**src/design/tpmt_pkg.sv**
```systemverilog
`default_nettype none
package tpmt_pkg;
	localparam int unsigned CAPACITY    = 1024;
	localparam int unsigned COORD_WIDTH = 16;
	localparam int unsigned IDX_W       = $clog2(CAPACITY);
	localparam int unsigned CNT_W       = IDX_W + 1;
	localparam int unsigned TOL_W       = 15;
	localparam int unsigned MAG_W       = 2 * COORD_WIDTH + 2;
	localparam int unsigned SUM_W       = COORD_WIDTH + 2;
	localparam int unsigned SLK_W       = SUM_W + TOL_W + 1;
	localparam int unsigned OUT_IDX_W   = 10;

	typedef logic signed [COORD_WIDTH-1:0] coord_t;

	typedef struct packed {
		coord_t x;
		coord_t y;
		coord_t z;
	} point_t;
endpackage
`default_nettype wire

```
**src/design/tpmt_divider.sv**
```systemverilog
`default_nettype none
// restoring divider, one quotient bit per cycle
module tpmt_divider (
	input  wire logic                          clk,
	input  wire logic                          arst_n,
	input  wire logic                          start,
	input  wire logic [tpmt_pkg::MAG_W-1:0]    dividend,
	input  wire logic [tpmt_pkg::TOL_W-1:0]    divisor,
	output logic                               done,
	output logic [tpmt_pkg::MAG_W-1:0]         quotient
);
	localparam int unsigned STEP_W = $clog2(tpmt_pkg::MAG_W + 1);

	logic [STEP_W-1:0]            step_q;
	logic                         busy_q;
	logic [tpmt_pkg::TOL_W:0]     rem_q;
	logic [tpmt_pkg::MAG_W-1:0]   quo_q;
	logic [tpmt_pkg::TOL_W-1:0]   div_q;
	logic [tpmt_pkg::TOL_W:0]     shifted;
	logic                         ge;

	// shift in next dividend bit and trial subtract
	assign shifted = {rem_q[tpmt_pkg::TOL_W-1:0], quo_q[tpmt_pkg::MAG_W-1]};
	assign ge      = shifted >= {1'b0, div_q};

	// control
	always_ff @(posedge clk or negedge arst_n) begin
		if (!arst_n) begin
			busy_q <= 1'b0;
			step_q <= '0;
			done   <= 1'b0;
		end else begin
			done <= 1'b0;
			if (start) begin
				busy_q <= 1'b1;
				step_q <= STEP_W'(tpmt_pkg::MAG_W);
			end else if (busy_q) begin
				step_q <= step_q - 1'b1;
				if (step_q == STEP_W'(1)) begin
					busy_q <= 1'b0;
					done   <= 1'b1;
				end
			end
		end
	end

	// datapath
	always_ff @(posedge clk) begin
		if (start) begin
			rem_q <= '0;
			quo_q <= dividend;
			div_q <= (divisor == '0) ? tpmt_pkg::TOL_W'(1) : divisor;
		end else if (busy_q) begin
			rem_q <= ge ? shifted - {1'b0, div_q} : shifted;
			quo_q <= {quo_q[tpmt_pkg::MAG_W-2:0], ge};
		end
	end

	assign quotient = quo_q;
endmodule
`default_nettype wire

```
**config.mk**
```make
export PLATFORM = sky130hd
export DESIGN_NAME = tpmt_divider
export DESIGN_NICKNAME = d
export VERILOG_FILES = /design/src/design/tpmt_pkg.sv /design/src/design/tpmt_divider.sv
export SDC_FILE = /design/constraint.sdc
export NUM_CORES = 1
export LEC_CHECK = 0
export BUFFER_PORTS_ARGS = -buffer_cell sky130_fd_sc_hd__clkbuf_2
export CAP_MARGIN = 10
export CORE_MARGIN = 5
export CORE_UTILIZATION = 50
export CTS_BUF_LIST = sky130_fd_sc_hd__clkbuf_2
export DETAILED_ROUTE_END_ITERATION = 7
export PLACE_DENSITY = 0.75
export SLEW_MARGIN = 20
export SYNTH_ARGS = -nofsm -noshare
export SYNTH_HDL_FRONTEND = slang
export SYNTH_SLANG_ARGS = --single-unit
```
**constraint.sdc**
```tcl
create_clock -name clk -period 5.6 [get_ports clk]
set_clock_uncertainty 0.2 [all_clocks]
set_input_delay 0.56 -clock clk [delete_from_list [all_inputs] [get_ports clk]]
set_output_delay 0.56 -clock clk [all_outputs]
set_load 0.005 [all_outputs]
```
==> results.sh, run 1 <==
export IMPL_r2r_end="rem_q[0]$_SDFFE_PP0P_"
export IMPL_muxShareOfSynthArea=0.1145
export IMPL_finalCritPeriodShare=0.5778
export IMPL_layout_min_cycle_time_ns=3.236
export IMPL_yosysMostFrequentCell="edfxtp_1"
export IMPL_ant_nets=0
export IMPL_use_met1=0.2280
export IMPL_hpwl_mm=6.239
export IMPL_synth_compound_area_frac=0.1177
export IMPL_criticalPathCategory="register to register"
export IMPL_multiInputGateArea_um2=1664
export IMPL_clockBufferDepth=2
export IMPL_yosys_area_top_type="edfxtp_1"
export IMPL_grt_use_met2=0.2848
export IMPL_cts_made_buffers=9
export IMPL_layout_nets=489
export IMPL_max_cap_violations=0
export IMPL_whs_path_depth=1
export IMPL_synth_top_area_frac=0.3803
export IMPL_synth_cell_type_count=61
export IMPL_cp_max_fo=25
export IMPL_io_pins=87
export IMPL_grt_antenna_before_repair=0
export IMPL_reg2regPathDepth=7
export IMPL_syn2layout_area_growth_pct=17.11
export IMPL_avgSynthCellArea_um2=11.48
export IMPL_synthTopCellsByCount="edfxtp_1 (49), mux2_2 (34)"
export IMPL_synth_edff_count=49
export IMPL_synthesis_nets=407
export IMPL_diodes=0
export IMPL_reg2reg_setup_slack_ns=2.36
export IMPL_fillerInstances=626
export IMPL_crit_path_start_kind="register"
export IMPL_clk_pin_slew_ns=0.20
export IMPL_die_x_um=97.96
export IMPL_busiest_layer="met2"
export IMPL_hold_viol=0
export IMPL_power_mw=1.141
export IMPL_seq_area_frac_synth=0.5097
export IMPL_synth_area_um2=3869
export IMPL_portBuffers=86
export IMPL_grt_start_max_net_pins=35
export IMPL_start_util=0.5059
export IMPL_status="finished clean"
export IMPL_synthSimpleGateAreaFrac=0.1061
export IMPL_wl_per_cell_um=16.04
export IMPL_gp_congestion=0.9948
export IMPL_die_y_um=97.96
export IMPL_cts_resized=0
export IMPL_grt_total_usage=0.1777
export IMPL_synthCells=337
export IMPL_cts_tree="yes"
export IMPL_first_pass_iters=4
export IMPL_rsz0062_at_grt="no"
export IMPL_cts_htree_levels=3
export IMPL_worstPathArrival_ns=3.46
export IMPL_yosysWarnings=0
export IMPL_synthTopCellsByArea="edfxtp_1 (38%), mux2_2 (9.9%), dfxtp_1 (7.8%)"
export IMPL_routed_via_density=5.572
export IMPL_synth_seq_cells=72
export IMPL_hold_class="primary input to register"
export IMPL_core_um2=7647
export IMPL_max_freq_ghz=0.3090
export IMPL_drive_above_1_share=0.3538
export IMPL_endpoint_kind="register"
export IMPL_cts_sinks=72
export IMPL_whs_endpoint="div_q[9]$_SDFFCE_PN0P_"
export IMPL_min_from="divisor[9]"
export IMPL_row_count=32
export IMPL_synthArstFlopShare=0.1111
export IMPL_setup_tns_final_ns=0
export IMPL_first_iter_violations=270
export IMPL_setup_violations=0
export IMPL_first_global_vias=2823
export IMPL_tightest_slew_ns=1.064
export IMPL_drc=0
export IMPL_num_vias=2931
export IMPL_rr_startpoint="rem_q[10]$_SDFFE_PP0P_"
export IMPL_synthAdderAreaFrac=0.06016
export IMPL_power_leakage_nw=1.993
export IMPL_dominantRegCellSynth="edfxtp_1"
export IMPL_power_density_nw_per_um2=251.7
export IMPL_ir_drop_uv=198.1
export IMPL_wl_mm=8.435
export IMPL_required_ns=5.83
export IMPL_insertion_delay_ns=0.50
export IMPL_grt_met3_usage=0.04571
export IMPL_regArea_um2=1972
export IMPL_die_area_um2=9596
export IMPL_slew_headroom=0.2906
export IMPL_grt_overflow=0
export IMPL_synth_xor_area_frac=0.03169
export IMPL_synth_top_family_by_area="compound AO/OA/AOI/OAI gates"
export IMPL_slew_viol_final=0
export IMPL_grt_pass1_wl_mm=13.66
export IMPL_root_buffer="clkbuf_2"
-- metrics by stage --
step | hold WS, ns | setup WS [ns] | instance area, um^2 | util | cells
floorplan | 0.06441 | 3.093 | 3869 | - | 337
global placement | 0.2156 | 2.501 | 4303 | 0.5627 | 499
detailed placement | 0.2207 | 2.415 | 4303 | 0.5627 | 499
CTS | 0.005127 | 2.364 | 4471 | 0.5846 | 520
global route | 0.01818 | 2.159 | 4531 | 0.5924 | 526
finish | 0.06747 | 2.364 | 4531 | 0.5924 | 526
-- placed cells by master (no fill, tap or decap), drive strengths merged, types with 2 or more instances in the layout --
cell type,n
nor3,6
clkinv,2
a31o,2
xnor2,9
and3,2
nand2b,5
and2,2
edfxtp,49
nor4,3
clkinvlp,2
nor2b,2
or4b,2
dfrtp,8
o31ai,3
inv,22
a311o,2
nand3,6
o21ai,14
mux2,34
xor2,5
a21o,4
mux2i,6
a31oi,3
nor2,21
a211oi,5
a32oi,3
dlygate4sd3,11
dfxtp,15
nand2,22
nand4,2
ha,17
o311ai,3
a21oi,11
buf,4
and4,2
clkbuf,96
-- what timing repair did --
item,CTS,global route
hold buffers,5,6
setup endpoints to repair,0,0
endpoints found under the hold margin,12,6
setup buffers,0,0
-- metal layers --
metal  part of all wire  vias to the layer above
met5                  0                        -
met4              0.018                        0
met3              0.067                       12
met2               0.49                      117
met1               0.43                     1404
li1                   -                     1398
-- flip-flops by register name (all words and copies together) (netlist names) --
name and cells:
rem_q 15, div_q 15, busy_q 1, quotient 34, step_q 6, done 1
-- critical path, cell delays in order, from the launching register on --
cell and delay (ns):
dfxtp_1 0.37, ha_1 0.41, a21oi_1 0.26, o21ai_0 0.13, a31o_1 0.25, o31ai_4 0.90
mux2_2 0.42, a211oi_1 0.22
-- how the worst max path moves through the flow --
stage | startpoint | end | slack [ns] | depth (start not counted)
floorplan | quotient[33]$_DFFE_PP_ | rem_q[14]$_SDFFE_PP0P_ | 3.09 | 9
global placement | div_q[7]$_SDFFCE_PN0P_ | rem_q[0]$_SDFFE_PP0P_ | 2.50 | 8
detailed placement | quotient[33]$_DFFE_PP_ | rem_q[0]$_SDFFE_PP0P_ | 2.42 | 9
CTS | quotient[33]$_DFFE_PP_ | rem_q[0]$_SDFFE_PP0P_ | 2.36 | 9
global route | div_q[11]$_SDFFCE_PN0P_ | rem_q[0]$_SDFFE_PP0P_ | 2.16 | 8
finish | rem_q[10]$_SDFFE_PP0P_ | rem_q[0]$_SDFFE_PP0P_ | 2.36 | 7
-- where the power goes --
part	switching [mW]	total (mW)	internal, mW	leakage (nW)
Sequential	0.0270	0.647	0.620	0.725
Combinational	0.0975	0.199	0.101	1.20
Clock	0.189	0.295	0.106	0.0685
Total	0.313	1.14	0.827	1.99
-- cell families after synthesis --
family | after synthesis
muxes | 40
and+or+nand+nor | 80
AOI/OAI and AO/OA | 62
DFF | 72
adders and majority gates | 18
xor gates and xnor gates | 14
buffers and inverters | 51
-- final cells by class --
type | instances | area share
Multi-Input combinational cell | 214 | 0.3673
Tap cell | 102 | 0.02817
Inverter | 21 | 0.01740
Clock buffer | 10 | 0.01105
Clock inverter | 6 | 0.01491
Sequential cell | 72 | 0.4352
Timing Repair Buffer | 101 | 0.1259
Note: power is estimated with default switching activity, not from simulation.
==> run 2: changes to the inputs <==
--- a/config.mk
+++ b/config.mk
@@ -11,7 +11,7 @@
 export CORE_UTILIZATION = 50
 export CTS_BUF_LIST = sky130_fd_sc_hd__clkbuf_2
 export DETAILED_ROUTE_END_ITERATION = 7
-export PLACE_DENSITY = 0.75
+export PLACE_DENSITY = 0.78
 export SLEW_MARGIN = 20
 export SYNTH_ARGS = -nofsm -noshare
 export SYNTH_HDL_FRONTEND = slang
==> constraint.sdc (replaced) <==
create_clock -name clk -period 2.8 [get_ports clk]
set_clock_uncertainty 0.2 [all_clocks]
set_input_delay 0.28 -clock clk [delete_from_list [all_inputs] [get_ports clk]]
set_output_delay 0.28 -clock clk [all_outputs]
set_load 0.005 [all_outputs]
==> run 2 against run 1 <==
Against the previous run: register-to-register slack got worse by 2.3 ns; wire length increased by 17%; non-clock buffer count increased by 47; setup slack got worse by 2.3 ns; design area increased by 10%; via count increased by 6.8%; critical path depth increased by 3; die area unchanged; clock power increased by 100%; worst hold slack improved by 0.24 ns; sequential share of layout area decreased by 4.1 points; count of clock-buffer cells in the layout decreased by 1.
==> results.sh, run 2 (synthesis results as in run 1) <==
export IMPL_status="finished clean"
export IMPL_grt_overflow=0
export IMPL_crit_path_start_kind="register"
export IMPL_first_pass_iters=5
export IMPL_wl_per_cell_um=17.21
export IMPL_start_util=0.5059
export IMPL_cts_sinks=72
export IMPL_first_iter_violations=261
export IMPL_gp_congestion=0.8959
export IMPL_layout_nets=536
export IMPL_power_density_nw_per_um2=471.8
export IMPL_routed_via_density=5.462
export IMPL_cts_made_buffers=9
export IMPL_grt_start_max_net_pins=46
export IMPL_hold_viol=0
export IMPL_met3WireLength_um=609
export IMPL_tightest_slew_ns=0.6682
export IMPL_syn2layout_area_growth_pct=29.37
export IMPL_cp_max_fo=13
export IMPL_timing_hold_ws_ns=0.3045
export IMPL_layout_min_cycle_time_ns=2.691
export IMPL_dr_wl_met2_mm=5.168
export IMPL_grt_antenna_before_repair=0
export IMPL_grt_pass1_wl_mm=15.68
export IMPL_worstPathArrival_ns=2.94
export IMPL_cts_htree_levels=3
export IMPL_clk_pin_slew_ns=0.21
export IMPL_die_area_um2=9596
export IMPL_largest_reg_flops=34
export IMPL_drc=0
export IMPL_max_cap_violations=0
export IMPL_row_count=32
export IMPL_power_mw=2.361
export IMPL_drt_met1_wl_mm=3.844
export IMPL_min_from="rem_q[4]$_SDFFE_PP0P_"
export IMPL_setup_tns_final_ns=0
export IMPL_endpoint_kind="register"
export IMPL_dpl_worst_slack_ns=0.09013
export IMPL_final_cell_mix="clkbuf_2 (95), dlygate4sd3_1 (52), edfxtp_1 (49)"
export IMPL_num_vias=3130
export IMPL_criticalPathCategory="register to register"
export IMPL_final_common_cell="clkbuf_2"
export IMPL_core_um2=7647
export IMPL_hpwl_mm=6.205
export IMPL_setup_violations=0
export IMPL_first_global_vias=3178
export IMPL_diodes=0
export IMPL_portBuffers=86
export IMPL_clockBufferDepth=2
export IMPL_die_x_um=97.96
export IMPL_root_buffer="clkbuf_2"
export IMPL_insertion_delay_ns=0.48
export IMPL_power_leakage_nw=2.201
export IMPL_slew_headroom=0.5545
export IMPL_highest_layer="met4"
export IMPL_io_pins=87
export IMPL_slew_viol_final=0
export IMPL_wl_mm=9.861
export IMPL_grt_total_usage=0.2036
export IMPL_fillerInstances=522
export IMPL_ir_drop_uv=419.3
export IMPL_die_y_um=97.96
export IMPL_finalCritPeriodShare=0.9611
export IMPL_max_freq_ghz=0.3716
export IMPL_cts_tree="yes"
export IMPL_rr_startpoint="quotient[33]$_DFFE_PP_"
export IMPL_ant_nets=0
export IMPL_required_ns=3.05
export IMPL_setup_slack_ns=0.1088
export IMPL_hold_class="register to register"
export IMPL_drive_above_1_share=0.3333
export IMPL_crit_start="quotient[33]$_DFFE_PP_"
run 2: changes by cell type in the layout (fill, tap and decap cells not counted), sizes merged:
cell         before  now
inv              22   23
buf               4   10
clkinvlp          2    1
dlygate4sd3      11   52
clkinv            2    3
clkbuf           96   95
run 2: critical path, stage by stage, from the launching register on:
cell and delay (ns):
edfxtp_1 0.40, inv_1 0.07, ha_1 0.23, fa_1 0.40, nand2b_1 0.18, o2bb2ai_2 0.15, a21oi_4 0.15, o31ai_4 0.09
buf_4 0.20, or4b_1 0.53, nand2_1 0.07
run 2: layer usage:
metal | vias to the layer above | track usage
li1 | 1489 | -
met5 | - | 0
met2 | 125 | 0.3639
met1 | 1493 | 0.2369
met4 | 0 | 0.07135
met3 | 23 | 0.05000
run 2: cell type report:
type | count | area, um^2 | area share
Clock inverter | 7 | 68.82 | 0.01375
Timing Repair Buffer | 148 | 1039 | 0.2075
Inverter | 21 | 78.83 | 0.01575
Tap cell | 102 | 127.6 | 0.02550
Clock buffer | 9 | 45.04 | 0.009000
Sequential cell | 72 | 1972 | 0.3940
Multi-Input combinational cell | 214 | 1674 | 0.3345
run 2: path summary, 6_finish.rpt:
kind | endpoint | slack (ns) | cells after the start
setup / recovery | rem_q[12]$_SDFFE_PP0P_ | 0.11 | 10
hold / removal | rem_q[4]$_SDFFE_PP0P_ | 0.30 | 2
setup reg to reg | rem_q[12]$_SDFFE_PP0P_ | 0.11 | 10
hold reg to reg | rem_q[4]$_SDFFE_PP0P_ | 0.30 | 2
max in group asynchronous | step_q[2]$_DFFE_PN0P_ | 1.61 | 3
min in group asynchronous | step_q[3]$_DFFE_PN0P_ | 0.52 | 3
run 2: per-stage QoR:
step	area (um^2)	cells	utilization
final	5005	573	0.6545
after global routing	5005	573	0.6545
after CTS	4987	572	0.6522
after detailed placement	4353	504	0.5692
after global placement	4353	504	0.5692
after floorplan	3869	337	-
run 2: repair_timing:
item,in CTS,in global routing
resized for setup,0,3
endpoints found under the hold margin,59,0
hold buffers,52,0
setup endpoints to repair,0,4
setup buffers,0,1
run 2: power breakdown:
part / internal (mW) / leakage (nW) / total [mW] / switching (mW)
Combinational: 0.249 / 1.41 / 0.467 / 0.218
Sequential: 1.24 / 0.725 / 1.30 / 0.0607
Clock: 0.207 / 0.0701 / 0.593 / 0.386
